$ cat src/rtl/tpte_pkg.sv
// ----------------------------------------------------------------------------
// tpte_pkg: shared types and constants of the tunnel peer timer engine
// Register map, request codes, timer slots and the config/result bundles.
// ----------------------------------------------------------------------------
`default_nettype none

package tpte_pkg;

    // Field widths
    localparam int REQ_W      = 4;
    localparam int JIT_W      = 9;
    localparam int CFG_IDX_W  = 3;
    localparam int CFG_DATA_W = 10;
    localparam int ATT_W      = 7;
    localparam int NUM_TIMERS = 5;

    // Request codes
    localparam logic [REQ_W-1:0] REQ_TICK       = 4'd0;
    localparam logic [REQ_W-1:0] REQ_DATA_RX    = 4'd1;
    localparam logic [REQ_W-1:0] REQ_DATA_TX    = 4'd2;
    localparam logic [REQ_W-1:0] REQ_AUTH_TX    = 4'd3;
    localparam logic [REQ_W-1:0] REQ_AUTH_RX    = 4'd4;
    localparam logic [REQ_W-1:0] REQ_AUTH_TRAV  = 4'd5;
    localparam logic [REQ_W-1:0] REQ_HS_DONE    = 4'd6;
    localparam logic [REQ_W-1:0] REQ_HS_INIT    = 4'd7;
    localparam logic [REQ_W-1:0] REQ_SESSION    = 4'd8;

    // Timer slots, also the bit order of the pending mask
    localparam int T_RETX  = 0;
    localparam int T_KA    = 1;
    localparam int T_PERS  = 2;
    localparam int T_ZERO  = 3;
    localparam int T_NEWHS = 4;

    // Register indexes
    localparam logic [CFG_IDX_W-1:0] CFG_PEER_VALID  = 3'd0;
    localparam logic [CFG_IDX_W-1:0] CFG_PERSISTENT  = 3'd1;
    localparam logic [CFG_IDX_W-1:0] CFG_KEEPALIVE   = 3'd2;
    localparam logic [CFG_IDX_W-1:0] CFG_REKEY       = 3'd3;
    localparam logic [CFG_IDX_W-1:0] CFG_REJECT      = 3'd4;
    localparam logic [CFG_IDX_W-1:0] CFG_MAX_ATTEMPT = 3'd5;

    // Timing constants
    localparam logic [JIT_W-1:0] JITTER_MAX  = 9'd333;
    localparam logic [31:0]      MS_PER_S    = 32'd1000;
    localparam logic [31:0]      ZERO_FACTOR = 32'd3;
    localparam logic [ATT_W-1:0] ATT_MAX     = 7'd127;

    typedef struct packed {
        logic       peer_valid;
        logic       persistent_enable;
        logic [7:0] keepalive_seconds;
        logic [7:0] rekey_seconds;
        logic [9:0] reject_seconds;
        logic [5:0] max_attempts;
    } cfg_t;

    localparam cfg_t CFG_RESET = '{
        peer_valid:        1'b0,
        persistent_enable: 1'b0,
        keepalive_seconds: 8'd10,
        rekey_seconds:     8'd5,
        reject_seconds:    10'd180,
        max_attempts:      6'd18
    };

    typedef struct packed {
        logic                  start_handshake;
        logic                  handshake_retry;
        logic [1:0]            keepalive_sends;
        logic                  purge_queue;
        logic                  zero_keys;
        logic [ATT_W-1:0]      attempt_count;
        logic [NUM_TIMERS-1:0] pending_mask;
    } result_t;

endpackage

`default_nettype wire

$ cat src/rtl/tpte_cfg_regs.sv
// ----------------------------------------------------------------------------
// tpte_cfg_regs: configuration register file
// Decodes the register index of a write word and holds the six settings.
// ----------------------------------------------------------------------------
`default_nettype none

module tpte_cfg_regs
    import tpte_pkg::*;
(
    input  wire logic                  clk,
    input  wire logic                  rst_n,
    input  wire logic                  wr_en,
    input  wire logic [CFG_IDX_W-1:0]  wr_index,
    input  wire logic [CFG_DATA_W-1:0] wr_data,
    output cfg_t                       cfg
);

    cfg_t cfg_reg;
    cfg_t cfg_next;

    always_comb
    begin
        cfg_next = cfg_reg;
        if (wr_en)
        begin
            unique case (wr_index)
                CFG_PEER_VALID:  cfg_next.peer_valid        = wr_data[0];
                CFG_PERSISTENT:  cfg_next.persistent_enable = wr_data[0];
                CFG_KEEPALIVE:   cfg_next.keepalive_seconds = wr_data[7:0];
                CFG_REKEY:       cfg_next.rekey_seconds     = wr_data[7:0];
                CFG_REJECT:      cfg_next.reject_seconds    = wr_data[9:0];
                CFG_MAX_ATTEMPT: cfg_next.max_attempts      = wr_data[5:0];
                default:         cfg_next = cfg_reg;  // unmapped index, ignored
            endcase
        end
    end

    always_ff @(posedge clk or negedge rst_n)
    begin
        if (!rst_n)
            cfg_reg <= CFG_RESET;
        else
            cfg_reg <= cfg_next;
    end

    assign cfg = cfg_reg;

endmodule

`default_nettype wire

$ cat src/rtl/tpte_timer_core.sv
// ----------------------------------------------------------------------------
// tpte_timer_core: timer state and single-pass next-state logic
// Holds the five countdowns, pending bits, attempt counter and the
// need-another-keepalive flag; computes the result word of one request.
// ----------------------------------------------------------------------------
`default_nettype none

module tpte_timer_core
    import tpte_pkg::*;
#(
    parameter int TIMER_WIDTH = 22
)
(
    input  wire logic             clk,
    input  wire logic             rst_n,
    input  wire logic             fire,
    input  wire logic [REQ_W-1:0] req,
    input  wire logic [JIT_W-1:0] jitter,
    input  wire cfg_t             cfg,
    output result_t               res
);

    localparam logic [32:0] TOP_LIM = (33'd1 << TIMER_WIDTH) - 33'd1;

    logic [TIMER_WIDTH-1:0] rem_reg  [NUM_TIMERS];
    logic [TIMER_WIDTH-1:0] rem_next [NUM_TIMERS];
    logic [NUM_TIMERS-1:0]  pend_reg, pend_next;
    logic [ATT_W-1:0]       att_reg, att_next;
    logic                   nka_reg, nka_next;

    logic [NUM_TIMERS-1:0]  fired;
    logic [JIT_W-1:0]       jit_sat;
    logic [31:0]            ka_dur, newhs_dur, retx_dur, zero_dur;

    // Zero loads as 1 ms, overlong durations clamp to the counter maximum
    function automatic logic [TIMER_WIDTH-1:0] sat_dur(input logic [31:0] d);
        if (d == 32'd0)
            return TIMER_WIDTH'(1);
        else if ({1'b0, d} > TOP_LIM)
            return TOP_LIM[TIMER_WIDTH-1:0];
        else
            return d[TIMER_WIDTH-1:0];
    endfunction

    assign jit_sat   = (jitter > JITTER_MAX) ? JITTER_MAX : jitter;
    assign ka_dur    = 32'(cfg.keepalive_seconds) * MS_PER_S;
    assign newhs_dur = (32'(cfg.keepalive_seconds) + 32'(cfg.rekey_seconds)) * MS_PER_S
                       + 32'(jit_sat);
    assign retx_dur  = 32'(cfg.rekey_seconds) * MS_PER_S + 32'(jit_sat);
    assign zero_dur  = 32'(cfg.reject_seconds) * (ZERO_FACTOR * MS_PER_S);

    always_comb
    begin
        rem_next  = rem_reg;
        pend_next = pend_reg;
        att_next  = att_reg;
        nka_next  = nka_reg;
        fired     = '0;
        res       = '0;

        unique case (req)
            REQ_TICK:
            begin
                // count everything down first
                for (int i = 0; i < NUM_TIMERS; i++)
                begin
                    if (pend_reg[i])
                    begin
                        if (rem_reg[i] != '0)
                            rem_next[i] = rem_reg[i] - TIMER_WIDTH'(1);
                        if (rem_next[i] == '0)
                        begin
                            pend_next[i] = 1'b0;
                            fired[i]     = 1'b1;
                        end
                    end
                end
                // then handlers in fixed order
                if (fired[T_RETX])
                begin
                    if (att_reg > {1'b0, cfg.max_attempts})
                    begin
                        // give up: kill keepalive, purge, schedule key zeroing
                        rem_next[T_KA]  = '0;
                        pend_next[T_KA] = 1'b0;
                        fired[T_KA]     = 1'b0;
                        res.purge_queue = 1'b1;
                        if (!pend_next[T_ZERO] && cfg.peer_valid)
                        begin
                            rem_next[T_ZERO]  = sat_dur(zero_dur);
                            pend_next[T_ZERO] = 1'b1;
                        end
                    end
                    else
                    begin
                        if (att_reg < ATT_MAX)
                            att_next = att_reg + ATT_W'(1);
                        res.start_handshake = 1'b1;
                        res.handshake_retry = 1'b1;
                    end
                end
                if (fired[T_KA])
                begin
                    res.keepalive_sends = 2'd1;
                    if (nka_reg)
                    begin
                        nka_next = 1'b0;
                        if (cfg.peer_valid)
                        begin
                            rem_next[T_KA]  = sat_dur(ka_dur);
                            pend_next[T_KA] = 1'b1;
                        end
                    end
                end
                if (fired[T_PERS] && cfg.persistent_enable)
                    res.keepalive_sends = res.keepalive_sends + 2'd1;
                if (fired[T_ZERO])
                    res.zero_keys = 1'b1;
                if (fired[T_NEWHS])
                    res.start_handshake = 1'b1;
            end
            REQ_DATA_RX:
            begin
                if (pend_reg[T_KA])
                    nka_next = 1'b1;
                else if (cfg.peer_valid)
                begin
                    rem_next[T_KA]  = sat_dur(ka_dur);
                    pend_next[T_KA] = 1'b1;
                end
            end
            REQ_DATA_TX:
            begin
                if (!pend_reg[T_NEWHS] && cfg.peer_valid)
                begin
                    rem_next[T_NEWHS]  = sat_dur(newhs_dur);
                    pend_next[T_NEWHS] = 1'b1;
                end
            end
            REQ_AUTH_TX:
            begin
                rem_next[T_KA]  = '0;
                pend_next[T_KA] = 1'b0;
            end
            REQ_AUTH_RX:
            begin
                rem_next[T_NEWHS]  = '0;
                pend_next[T_NEWHS] = 1'b0;
            end
            REQ_AUTH_TRAV:
            begin
                if (cfg.persistent_enable && cfg.peer_valid)
                begin
                    rem_next[T_PERS]  = sat_dur(ka_dur);
                    pend_next[T_PERS] = 1'b1;
                end
            end
            REQ_HS_DONE:
            begin
                rem_next[T_RETX]  = '0;
                pend_next[T_RETX] = 1'b0;
                att_next          = '0;
            end
            REQ_HS_INIT:
            begin
                if (cfg.peer_valid)
                begin
                    rem_next[T_RETX]  = sat_dur(retx_dur);
                    pend_next[T_RETX] = 1'b1;
                end
            end
            REQ_SESSION:
            begin
                if (cfg.peer_valid)
                begin
                    rem_next[T_ZERO]  = sat_dur(zero_dur);
                    pend_next[T_ZERO] = 1'b1;
                end
            end
            default: ;  // unknown request: no change
        endcase

        res.attempt_count = att_next;
        res.pending_mask  = pend_next;
    end

    always_ff @(posedge clk or negedge rst_n)
    begin
        if (!rst_n)
        begin
            for (int i = 0; i < NUM_TIMERS; i++)
                rem_reg[i] <= '0;
            pend_reg <= '0;
            att_reg  <= '0;
            nka_reg  <= 1'b0;
        end
        else if (fire)
        begin
            rem_reg  <= rem_next;
            pend_reg <= pend_next;
            att_reg  <= att_next;
            nka_reg  <= nka_next;
        end
    end

endmodule

`default_nettype wire

$ cat src/rtl/tunnel_peer_timer_engine_unit.sv
// ----------------------------------------------------------------------------
// tunnel_peer_timer_engine_unit: timer engine of one secure-tunnel peer
// Five one-shot ms timers plus handshake attempt tracking, one result word
// per request word.
// ----------------------------------------------------------------------------
// Usage:
//   Input channel (in_valid / in_stall) carries one request word: req_type
//   (tick or event code) and jitter_ms. Every request yields exactly one
//   result word on the output channel (out_valid / out_stall).
//   A word is taken when valid is high and stall is low at a rising edge.
//   Config channel (cfg_valid / cfg_ready / cfg_index / cfg_data) writes one
//   register per word; cfg_ready is always high. Write only while idle.
// Path: each request passes the input register, then the result register.
// Throughput: one word per cycle while out_stall is low. The timer update is a
//   single pass from the input register to the state and result registers, so
//   a tick right after an event sees that event's effect.
// Stall: the input register acts as a skid stage. While the result register
//   is held by out_stall, one more request is taken and parked; in_stall
//   then rises until the result drains.
// Reset: rst_n (async, active low) clears all timers, the attempt count and
//   both pipeline valids, and loads the register defaults.
// ----------------------------------------------------------------------------
`default_nettype none

module tunnel_peer_timer_engine_unit
    import tpte_pkg::*;
#(
    parameter int TIMER_WIDTH = 22
)
(
    input  wire logic                  clk,
    input  wire logic                  rst_n,
    // request channel
    input  wire logic                  in_valid,
    output logic                       in_stall,
    input  wire logic [REQ_W-1:0]      req_type,
    input  wire logic [JIT_W-1:0]      jitter_ms,
    // result channel
    output logic                       out_valid,
    input  wire logic                  out_stall,
    output logic                       start_handshake,
    output logic                       handshake_retry,
    output logic [1:0]                 keepalive_sends,
    output logic                       purge_queue,
    output logic                       zero_keys,
    output logic [ATT_W-1:0]           attempt_count,
    output logic [NUM_TIMERS-1:0]      pending_mask,
    // configuration write channel
    input  wire logic                  cfg_valid,
    output logic                       cfg_ready,
    input  wire logic [CFG_IDX_W-1:0]  cfg_index,
    input  wire logic [CFG_DATA_W-1:0] cfg_data
);

    cfg_t             cfg;
    result_t          res;

    // input (skid) register
    logic             in_valid_reg, in_valid_next;
    logic [REQ_W-1:0] req_reg;
    logic [JIT_W-1:0] jit_reg;

    // result register
    logic             out_valid_reg, out_valid_next;
    result_t          res_reg;

    logic             advance;   // result register can take a new word
    logic             fire;      // parked request is processed this cycle
    logic             in_take;

    assign cfg_ready = 1'b1;

    tpte_cfg_regs u_cfg (
        .clk      (clk),
        .rst_n    (rst_n),
        .wr_en    (cfg_valid & cfg_ready),
        .wr_index (cfg_index),
        .wr_data  (cfg_data),
        .cfg      (cfg)
    );

    tpte_timer_core #(
        .TIMER_WIDTH (TIMER_WIDTH)
    ) u_core (
        .clk    (clk),
        .rst_n  (rst_n),
        .fire   (fire),
        .req    (req_reg),
        .jitter (jit_reg),
        .cfg    (cfg),
        .res    (res)
    );

    assign advance  = !out_valid_reg || !out_stall;
    assign fire     = in_valid_reg && advance;
    assign in_stall = in_valid_reg && !advance;
    assign in_take  = in_valid && !in_stall;

    always_comb
    begin
        if (in_take)
            in_valid_next = 1'b1;
        else if (fire)
            in_valid_next = 1'b0;
        else
            in_valid_next = in_valid_reg;

        if (fire)
            out_valid_next = 1'b1;
        else if (!out_stall)
            out_valid_next = 1'b0;
        else
            out_valid_next = out_valid_reg;
    end

    always_ff @(posedge clk or negedge rst_n)
    begin
        if (!rst_n)
        begin
            in_valid_reg  <= 1'b0;
            out_valid_reg <= 1'b0;
        end
        else
        begin
            in_valid_reg  <= in_valid_next;
            out_valid_reg <= out_valid_next;
        end
    end

    // payload registers, no reset
    always_ff @(posedge clk)
    begin
        if (in_take)
        begin
            req_reg <= req_type;
            jit_reg <= jitter_ms;
        end
        if (fire)
            res_reg <= res;
    end

    assign out_valid       = out_valid_reg;
    assign start_handshake = res_reg.start_handshake;
    assign handshake_retry = res_reg.handshake_retry;
    assign keepalive_sends = res_reg.keepalive_sends;
    assign purge_queue     = res_reg.purge_queue;
    assign zero_keys       = res_reg.zero_keys;
    assign attempt_count   = res_reg.attempt_count;
    assign pending_mask    = res_reg.pending_mask;

endmodule

`default_nettype wire

$ cat config.mk
export PLATFORM = sky130hd
export DESIGN_NAME = tunnel_peer_timer_engine_unit
export DESIGN_NICKNAME = d
export VERILOG_FILES = /design/src/rtl/tpte_pkg.sv /design/src/rtl/tpte_cfg_regs.sv /design/src/rtl/tpte_timer_core.sv /design/src/rtl/tunnel_peer_timer_engine_unit.sv
export SDC_FILE = /design/constraint.sdc
export NUM_CORES = 1
export LEC_CHECK = 0
export BUFFER_PORTS_ARGS = -buffer_cell sky130_fd_sc_hd__buf_2
export CORE_ASPECT_RATIO = 1.25
export CORE_MARGIN = 8
export CORE_UTILIZATION = 40
export CTS_BUF_LIST = sky130_fd_sc_hd__clkbuf_8
export DETAILED_ROUTE_END_ITERATION = 16
export PLACE_DENSITY_LB_ADDON = 0.1
export RECOVER_POWER = 100
export SLEW_MARGIN = 10
export SYNTH_ARGS = -nofsm -noshare
export SYNTH_HDL_FRONTEND = slang
export SYNTH_HIERARCHICAL = 1
export SYNTH_SLANG_ARGS = --single-unit
$ cat constraint.sdc
create_clock -name clk -period 6.9 [get_ports clk]
set_input_delay 0.69 -clock clk [delete_from_list [all_inputs] [get_ports clk]]
set_output_delay 0.69 -clock clk [all_outputs]
set_load 0.01 [all_outputs]
==> results of run 1 <==
==> final cells by class <==
class	instances	area (um2)
Multi-Input combinational cell	1761	13700
Antenna cell	1	2.50
Inverter	229	860
Tap cell	651	815
Fill cell	4965	28300
Clock buffer	17	234
Timing Repair Buffer	64	312
Clock inverter	15	151
Sequential cell	190	4920
==> placed cells by master, fill, tap and decap left out, types with 19 or more instances in the layout <==
| cell | count |
|---|---|
| clkbuf_1 | 25 |
| nand2_1 | 161 |
| a22o_1 | 19 |
| a21o_1 | 23 |
| nor4_1 | 42 |
| nor3_1 | 80 |
| ha_1 | 200 |
| o21a_1 | 19 |
| nor2_1 | 170 |
| nand3_1 | 68 |
| fa_1 | 107 |
| nand4_1 | 22 |
| mux2_2 | 26 |
| inv_1 | 227 |
| o21ai_0 | 146 |
| xnor2_1 | 70 |
| or3_1 | 37 |
| nand2b_1 | 26 |
| dfrtp_1 | 148 |
| xor2_1 | 37 |
| edfxtp_1 | 31 |
| a21oi_1 | 125 |
| buf_2 | 27 |
| and3_1 | 23 |
==> per-layer routing <==
metal,global-route usage,vias up,wire [um]
met5,0,-,10
met3,0.0305,90,1950
met1,0.253,8355,25000
li1,-,8128,-
met4,0.0720,2,1940
met2,0.351,342,28500
==> stage by stage <==
| step | hold WS (ps) | worst slack, ps | std cells | instance area, um2 |
|---|---|---|---|---|
| floorplan | 394 | 798 | 2268 | 19900 |
| global placement | 482 | 425 | 2895 | 20700 |
| detailed placement | 501 | 212 | 2895 | 20700 |
| CTS | 144 | 192 | 2927 | 21100 |
| global route | 233 | 45.1 | 2928 | 21000 |
| finish | 283 | 453 | 2928 | 21000 |
==> worst max path at each step <==
stage                  startpoint                  to  cells past startpoint
detailed placement  u_cfg/cfg[25]  u_core/rem_reg[18]                     23
finish              u_cfg/cfg[16]  u_core/rem_reg[18]                     25
global route        u_cfg/cfg[16]  u_core/rem_reg[18]                     25
floorplan           u_cfg/cfg[24]  u_core/rem_reg[18]                     26
CTS                 u_cfg/cfg[17]  u_core/rem_reg[18]                     23
global placement    u_cfg/cfg[25]  u_core/rem_reg[18]                     23
==> cells by family (layout without fill, tap and decap cells) <==
family / Yosys count / count (layout) / share of synthesized area
AOI/OAI and AO/OA: 548 / 548 / 0.182
buffers and inverters: 317 / 325 / 0.0623
muxes: 45 / 45 / 0.0268
xor gates and xnor gates: 109 / 109 / 0.0480
adders and majority gates: 307 / 307 / 0.233
DFF: 190 / 190 / 0.247
other: 1 / 2 / 0.000188
and+or+nand+nor: 751 / 751 / 0.200
==> worst register-to-register path, cell delays in order (launching register included) <==
cell      delay [ps]
dfstp_2          440
ha_1             230
fa_1             430
a21oi_1          160
nor2_1            50
nor2_1           160
o21bai_1          90
a21oi_1          280
xnor2_2          220
xor2_1           230
inv_1             90
fa_1             560
fa_1             420
fa_1             490
inv_1             40
ha_1             380
or3_1            370
o21ai_0           80
a21oi_1           80
a21bo_2          220
a21oi_2          220
xnor2_1          170
nand3_1          140
nor4_1           400
xor2_1           230
o221ai_1         130
==> what timing repair did <==
action	CTS	global route
buffers inserted	0	0
endpoints found under the setup margin	0	4
resized for setup	0	6
==> metrics.txt, run 1 <==
count of max-cap constraint violations=2; standard cell with the maximum stage delay on the critical path=fa_1; synth top area cells=dfrtp_1, ha_1, fa_1, edfxtp_1, inv_1; Total Nets Final=2601; synthesized netlist net count=2606; Max Root-Sink Buffers=2; capturing element type of the critical path=register; Mean Syn Cell Area=about 9 um2; TritonCTS clock tree=yes; final critical-path share of the clock period=0.934; overflow left after global routing=0; post-DP HPWL=44.6 mm; most used cell, CP=fa_1; number of cells on the worst hold path=1; horizontal extent of the die=approximately 220 um; outcome=finished with violations; floorplan die height=265 um; post-layout util=0.425; sum of negative setup slack=0 ps; r2r worst-path depth=25; number of antenna violations at the first check in global routing=2; flip-flop and latch count after synthesis=190; core region area=0.0493 mm2; required time at the endpoint of the critical path=around 7300 ps; ys async rst share=0.837; maximum fanout encountered on the critical timing path=7; DR WL/cell=just under 20 um; max reg flops=110; worst hold path startpoint=req_type[0]; failing checks=max-capacitance violations, max-slew violations; number of DRC violations after detailed-routing iteration 0=roughly 1.1k; pin count of the biggest net entering global routing=81; Clock transition at path regs=120 ps; buffers and inverters on the worst path=2; vias post-DR=~17k; wire length of the first global-routing pass=roughly 94 mm; Antenna Nets Post-Route=0; Final Hold Violating Endpoints=0; hold path endpoint=req_reg[0]; routability cong.=around 0.91; Routed WL=around 57 mm; CP top delay family=adder cells; total number of yosys warnings=6; final count of negative-setup-slack endpoints=0; Post-synth EDFFs=31; share of Yosys cell area claimed by the top area cell type=0.187; count of pins over their slew limit=between 100 and 150; starting density of the core=0.404; post-synthesis cell count=around 2.3k; post-DR vias/cell=5.78; dominant cell type by area after synthesis=dfrtp_1; critical path type=register to register; kind of path behind the tightest hold check=input port to register; FF-to-FF End=u_core/rem_reg[18]; data arrival time of the worst path=between 6000 and 7000 ps; count of clock tree sinks=190; total die area=0.0572 mm2; Final Skew=24.5 ps; dominant synthesized flop cell=dfrtp_1; TritonCTS buffer count=17; post-synthesis cell area=between 0.015 and 0.02 mm2; count of pins on the block boundary=52; flop2flop setup slack=450 ps; combined global-route utilization of all metal layers=0.202; CP peak stage delay=560 ps; synth cell count leaders=inv_1, ha_1, nor2_1, nand2_1, dfrtp_1; Hold Buf Count CTS=0; unrepaired setup endpoints after global routing=false; row cnt=91; total number of H-tree levels=4; part of the Yosys area used for sequential elements=0.247; distinct cell type count of the synthesized netlist=103; worst r2r src=u_cfg/cfg[16]; proportion of layout cells with a drive suffix above 1=0.0694; number of global-route vias before repair=17.1k; DRC violation count after routing=0; count of TritonRoute iterations in the first routing pass=5; clk root buf=clkbuf_8; clock insertion delay at the later pin of the skew report=580 ps; Critical Path Start Type=register; area grow syn2layout=5.38%; worst slew margin relative to its limit=-2.29; Slew @ Worst Pin=4940 ps; Highest Clock Rate=155 MHz; cell with the most instances after synthesis=inv_1; clock period minus worst slack=6450 ps; number of port buffers=50
Power of run 1 is not shown: default switching activity piles up to over one toggle a cycle in this logic, so the estimate is an artifact.
==> run 2: changes to the inputs <==
Settings changed: SYNTH_HIERARCHICAL 1 to unset.
==> run 2 against run 1 <==
The run still ends with max-capacitance violations, max-slew violations left. Maximum frequency shrank 0.74%. Critical path type unchanged. Hold slack improved by 31 ps. Largest cell class unchanged. Critical endpoint is now u_core.rem_reg[0]. Global-route usage is 0.070 points lower. Via count grew 5.1%. Setup slack worse by 48 ps. Sequential cell count unchanged.
==> metrics.txt, run 2 <==
buffers and inverters on the worst path=2 (unchanged); dominant synthesized flop cell=dfrtp_1; count of TritonRoute iterations in the first routing pass=8 (+3); Highest Clock Rate=154 MHz (-0.74%); routability cong.=0.885 (-3.0%); floorplan die height=268 um (+0.87%); number of antenna violations at the first check in global routing=3 (+1); final count of negative-setup-slack endpoints=0 (unchanged); core region area=0.0503 mm2 (+2.0%); worst hold slack after final layout=315 ps (+31.2 ps); most used cell, CP=fa_1; CP top delay family=adder cells; number of port buffers=50 (unchanged); post-DP HPWL=45.8 mm (+2.7%); ys async rst share=0.837 (unchanged); count of clock tree sinks=190 (unchanged); distinct cell type count of the synthesized netlist=99 (-3.9%); row cnt=92 (+1.1%); critical path type=register to register; post-synthesis cell area=0.0203 mm2 (+1.9%); vias post-DR=17.8k (+5.1%); Critical Path Start Type=register; total die area=0.0582 mm2 (+1.7%); starting density of the core=0.403 (-0.000705); post-synthesis cell count=2345 (+3.4%); part of the Yosys area used for sequential elements=0.243 (-0.00450); top library cells by usage in the layout, fill and taps aside=inv_1, ha_1, nand2_1; dominant cell type by area after synthesis=dfrtp_1; outcome=finished with violations; worst r2r src=u_cfg.cfg[25]; worst path cell trace=ha_1 -> a21o_1 -> a21oi_1 -> o21bai_1 -> a21oi_1 -> xnor2_1 -> xor2_1 -> inv_1 -> fa_1 -> fa_1 -> fa_1 -> inv_1 -> ha_1 -> nand3_1 -> o211ai_1 -> o22ai_2 -> or3b_2 -> nand3_2 -> nand3_1 -> nor3_1 -> mux2_2 -> o31ai_1; Final Skew=24.2 ps (-0.241 ps); Antenna Nets Post-Route=0 (unchanged); Routed WL=59.0 mm (+2.7%); capturing element type of the critical path=register; Final Hold Violating Endpoints=0 (unchanged); count of pins over their slew limit=294 (+140%); DRC violation count after routing=0 (unchanged); final critical-path share of the clock period=0.941 (+0.00693); clock period minus worst slack=6500 ps (+47.8 ps); standard cell with the maximum stage delay on the critical path=dfstp_2; Worst setup startpoint=u_cfg.cfg[25]; horizontal extent of the die=217 um (+0.85%); number of DRC violations after detailed-routing iteration 0=1245 (+8.7%); combined global-route utilization of all metal layers=0.202 (-0.000703); maximum fanout encountered on the critical timing path=9 (+2); proportion of layout cells with a drive suffix above 1=0.0687 (-0.000747); TritonCTS buffer count=17 (unchanged); Post-synth EDFFs=31 (unchanged); Total Nets Final=2681 (+3.1%); max reg flops=110 (unchanged); post-DR vias/cell=5.89 (+2.0%); total number of H-tree levels=4 (unchanged); required time at the endpoint of the critical path=7360 ps (+20 ps); share of Yosys cell area claimed by the top area cell type=0.184 (-0.00341); count of max-cap constraint violations=7 (+5); TritonCTS clock tree=yes; Slew @ Worst Pin=3390 ps (-1550 ps); cell with the most instances after synthesis=inv_1; worst slew margin relative to its limit=-1.26 (+1.04); area grow syn2layout=6.25%; CP peak stage delay=630 ps (+70 ps); wire length of the first global-routing pass=94.9 mm (+1.4%); clock insertion delay at the later pin of the skew report=540 ps (-40 ps); Mean Syn Cell Area=8.64 um2 (-1.5%); failing checks=max-capacitance violations, max-slew violations; kind of path behind the tightest hold check=input port to register; number of global-route vias before repair=17.4k (+2.1%); total number of yosys warnings=0 (-6); overflow left after global routing=0 (unchanged); synth cell count leaders=inv_1, ha_1, nand2_1, dfrtp_1, a21oi_1; Max Root-Sink Buffers=2 (unchanged); Clock transition at path regs=130 ps (about the same); flip-flop and latch count after synthesis=190 (unchanged); leading cell type in the layout, fill and taps excluded=inv_1; worst hold path startpoint=jitter_ms[8]; clk root buf=clkbuf_8; data arrival time of the worst path=6960 ps (+80 ps); synthesized netlist net count=2680 (+2.8%); count of pins on the block boundary=52 (unchanged); synth top area cells=dfrtp_1, ha_1, fa_1, edfxtp_1, inv_1; DR WL/cell=19.5 um (-0.43%); pin count of the biggest net entering global routing=68 (-16%)
run 2: cell types whose count changed in the layout (fill, tap and decap cells not counted), sizes merged, moves of 10 or more:
| cell | previous run | this run |
|---|---|---|
| inv | 235 | 223 |
| o21ai | 148 | 138 |
| o22ai | 15 | 27 |
| nor4 | 44 | 60 |
| nor3 | 81 | 106 |
| nand2 | 161 | 171 |
| nor2 | 172 | 134 |
| a21o | 24 | 13 |
| clkbuf | 45 | 58 |
run 2: worst paths after layout:
check / cells past startpoint / slack [ps] / to
max in group asynchronous: 2 / 2290 / u_core.rem_reg[33]
min: 1 / 310 / jit_reg[8]
min in group asynchronous: 1 / 1280 / u_core.rem_reg[89]
max reg2reg: 22 / 400 / u_core.rem_reg[0]
min reg2reg: 1 / 530 / u_cfg.cfg[3]
max: 22 / 400 / u_core.rem_reg[0]
run 2: final cells by class:
class                      instances  area, um2
fill                            5045      28800
multi-input combinational       1837      14200
sequential                       190       4920
tap                              658        823
inverter                         214        803
timing repair buffer              86        430
clock buffer                      17        234
clock inverter                    15        145
antenna                            2       5.00
run 2: through the flow:
stage	TNS [ps]	instances	setup WS, ps	utilization	area, um2
detailed placement	0	2980	122	0.421	21200
finish	0	3019	405	0.428	21500
global placement	0	2980	325	0.421	21200
floorplan	0	2345	529	-	20300
global route	-14.5	3019	-14.5	0.428	21500
CTS	0	3012	75.9	0.429	21600
run 2: logic make-up (layout without fill, tap and decap cells):
kind of cell | after synthesis | count (layout) | share of synthesized area
other | 1 | 3 | 0.000185
AO/OA/AOI/OAI | 598 | 598 | 0.197
flip-flops | 190 | 190 | 0.243
XOR/XNOR | 109 | 109 | 0.0475
buffers and inverters | 318 | 332 | 0.0606
adder cells (fa/ha/maj) | 305 | 305 | 0.226
AND/OR/NAND/NOR | 783 | 783 | 0.203
multiplexers | 41 | 41 | 0.0221
run 2: repair_timing:
| item | 4_1_cts | 5_1_grt |
|---|---|---|
| gates resized for setup | 0 | 10 |
| setup buffers | 0 | 5 |
| hold buffers | 0 | 0 |
| endpoints found under the setup margin | 0 | 7 |
run 2: routing by layer:
| metal | GRT usage | part of all wire | vias to the layer above |
|---|---|---|---|
| met4 | 0.0664 | 0.026 | 0 |
| li1 | - | - | 8590 |
| met3 | 0.0230 | 0.037 | 78 |
| met2 | 0.352 | 0.50 | 421 |
| met1 | 0.256 | 0.44 | 8698 |
| met5 | 0 | 0 | - |
run 2: worst register-to-register path, stage by stage (launching register included):
cell and delay (ps):
dfstp_2 630, ha_1 250, a21o_1 170, a21oi_1 180
o21bai_1 80, a21oi_1 240, xnor2_1 300, xor2_1 310
inv_1 110, fa_1 590, fa_1 450, fa_1 520
inv_1 40, ha_1 390, nand3_1 150, o211ai_1 170
o22ai_2 230, or3b_2 470, nand3_2 160, nand3_1 140
nor3_1 240, mux2_2 380, o31ai_1 230
Power of run 2 is left out for the same reason.
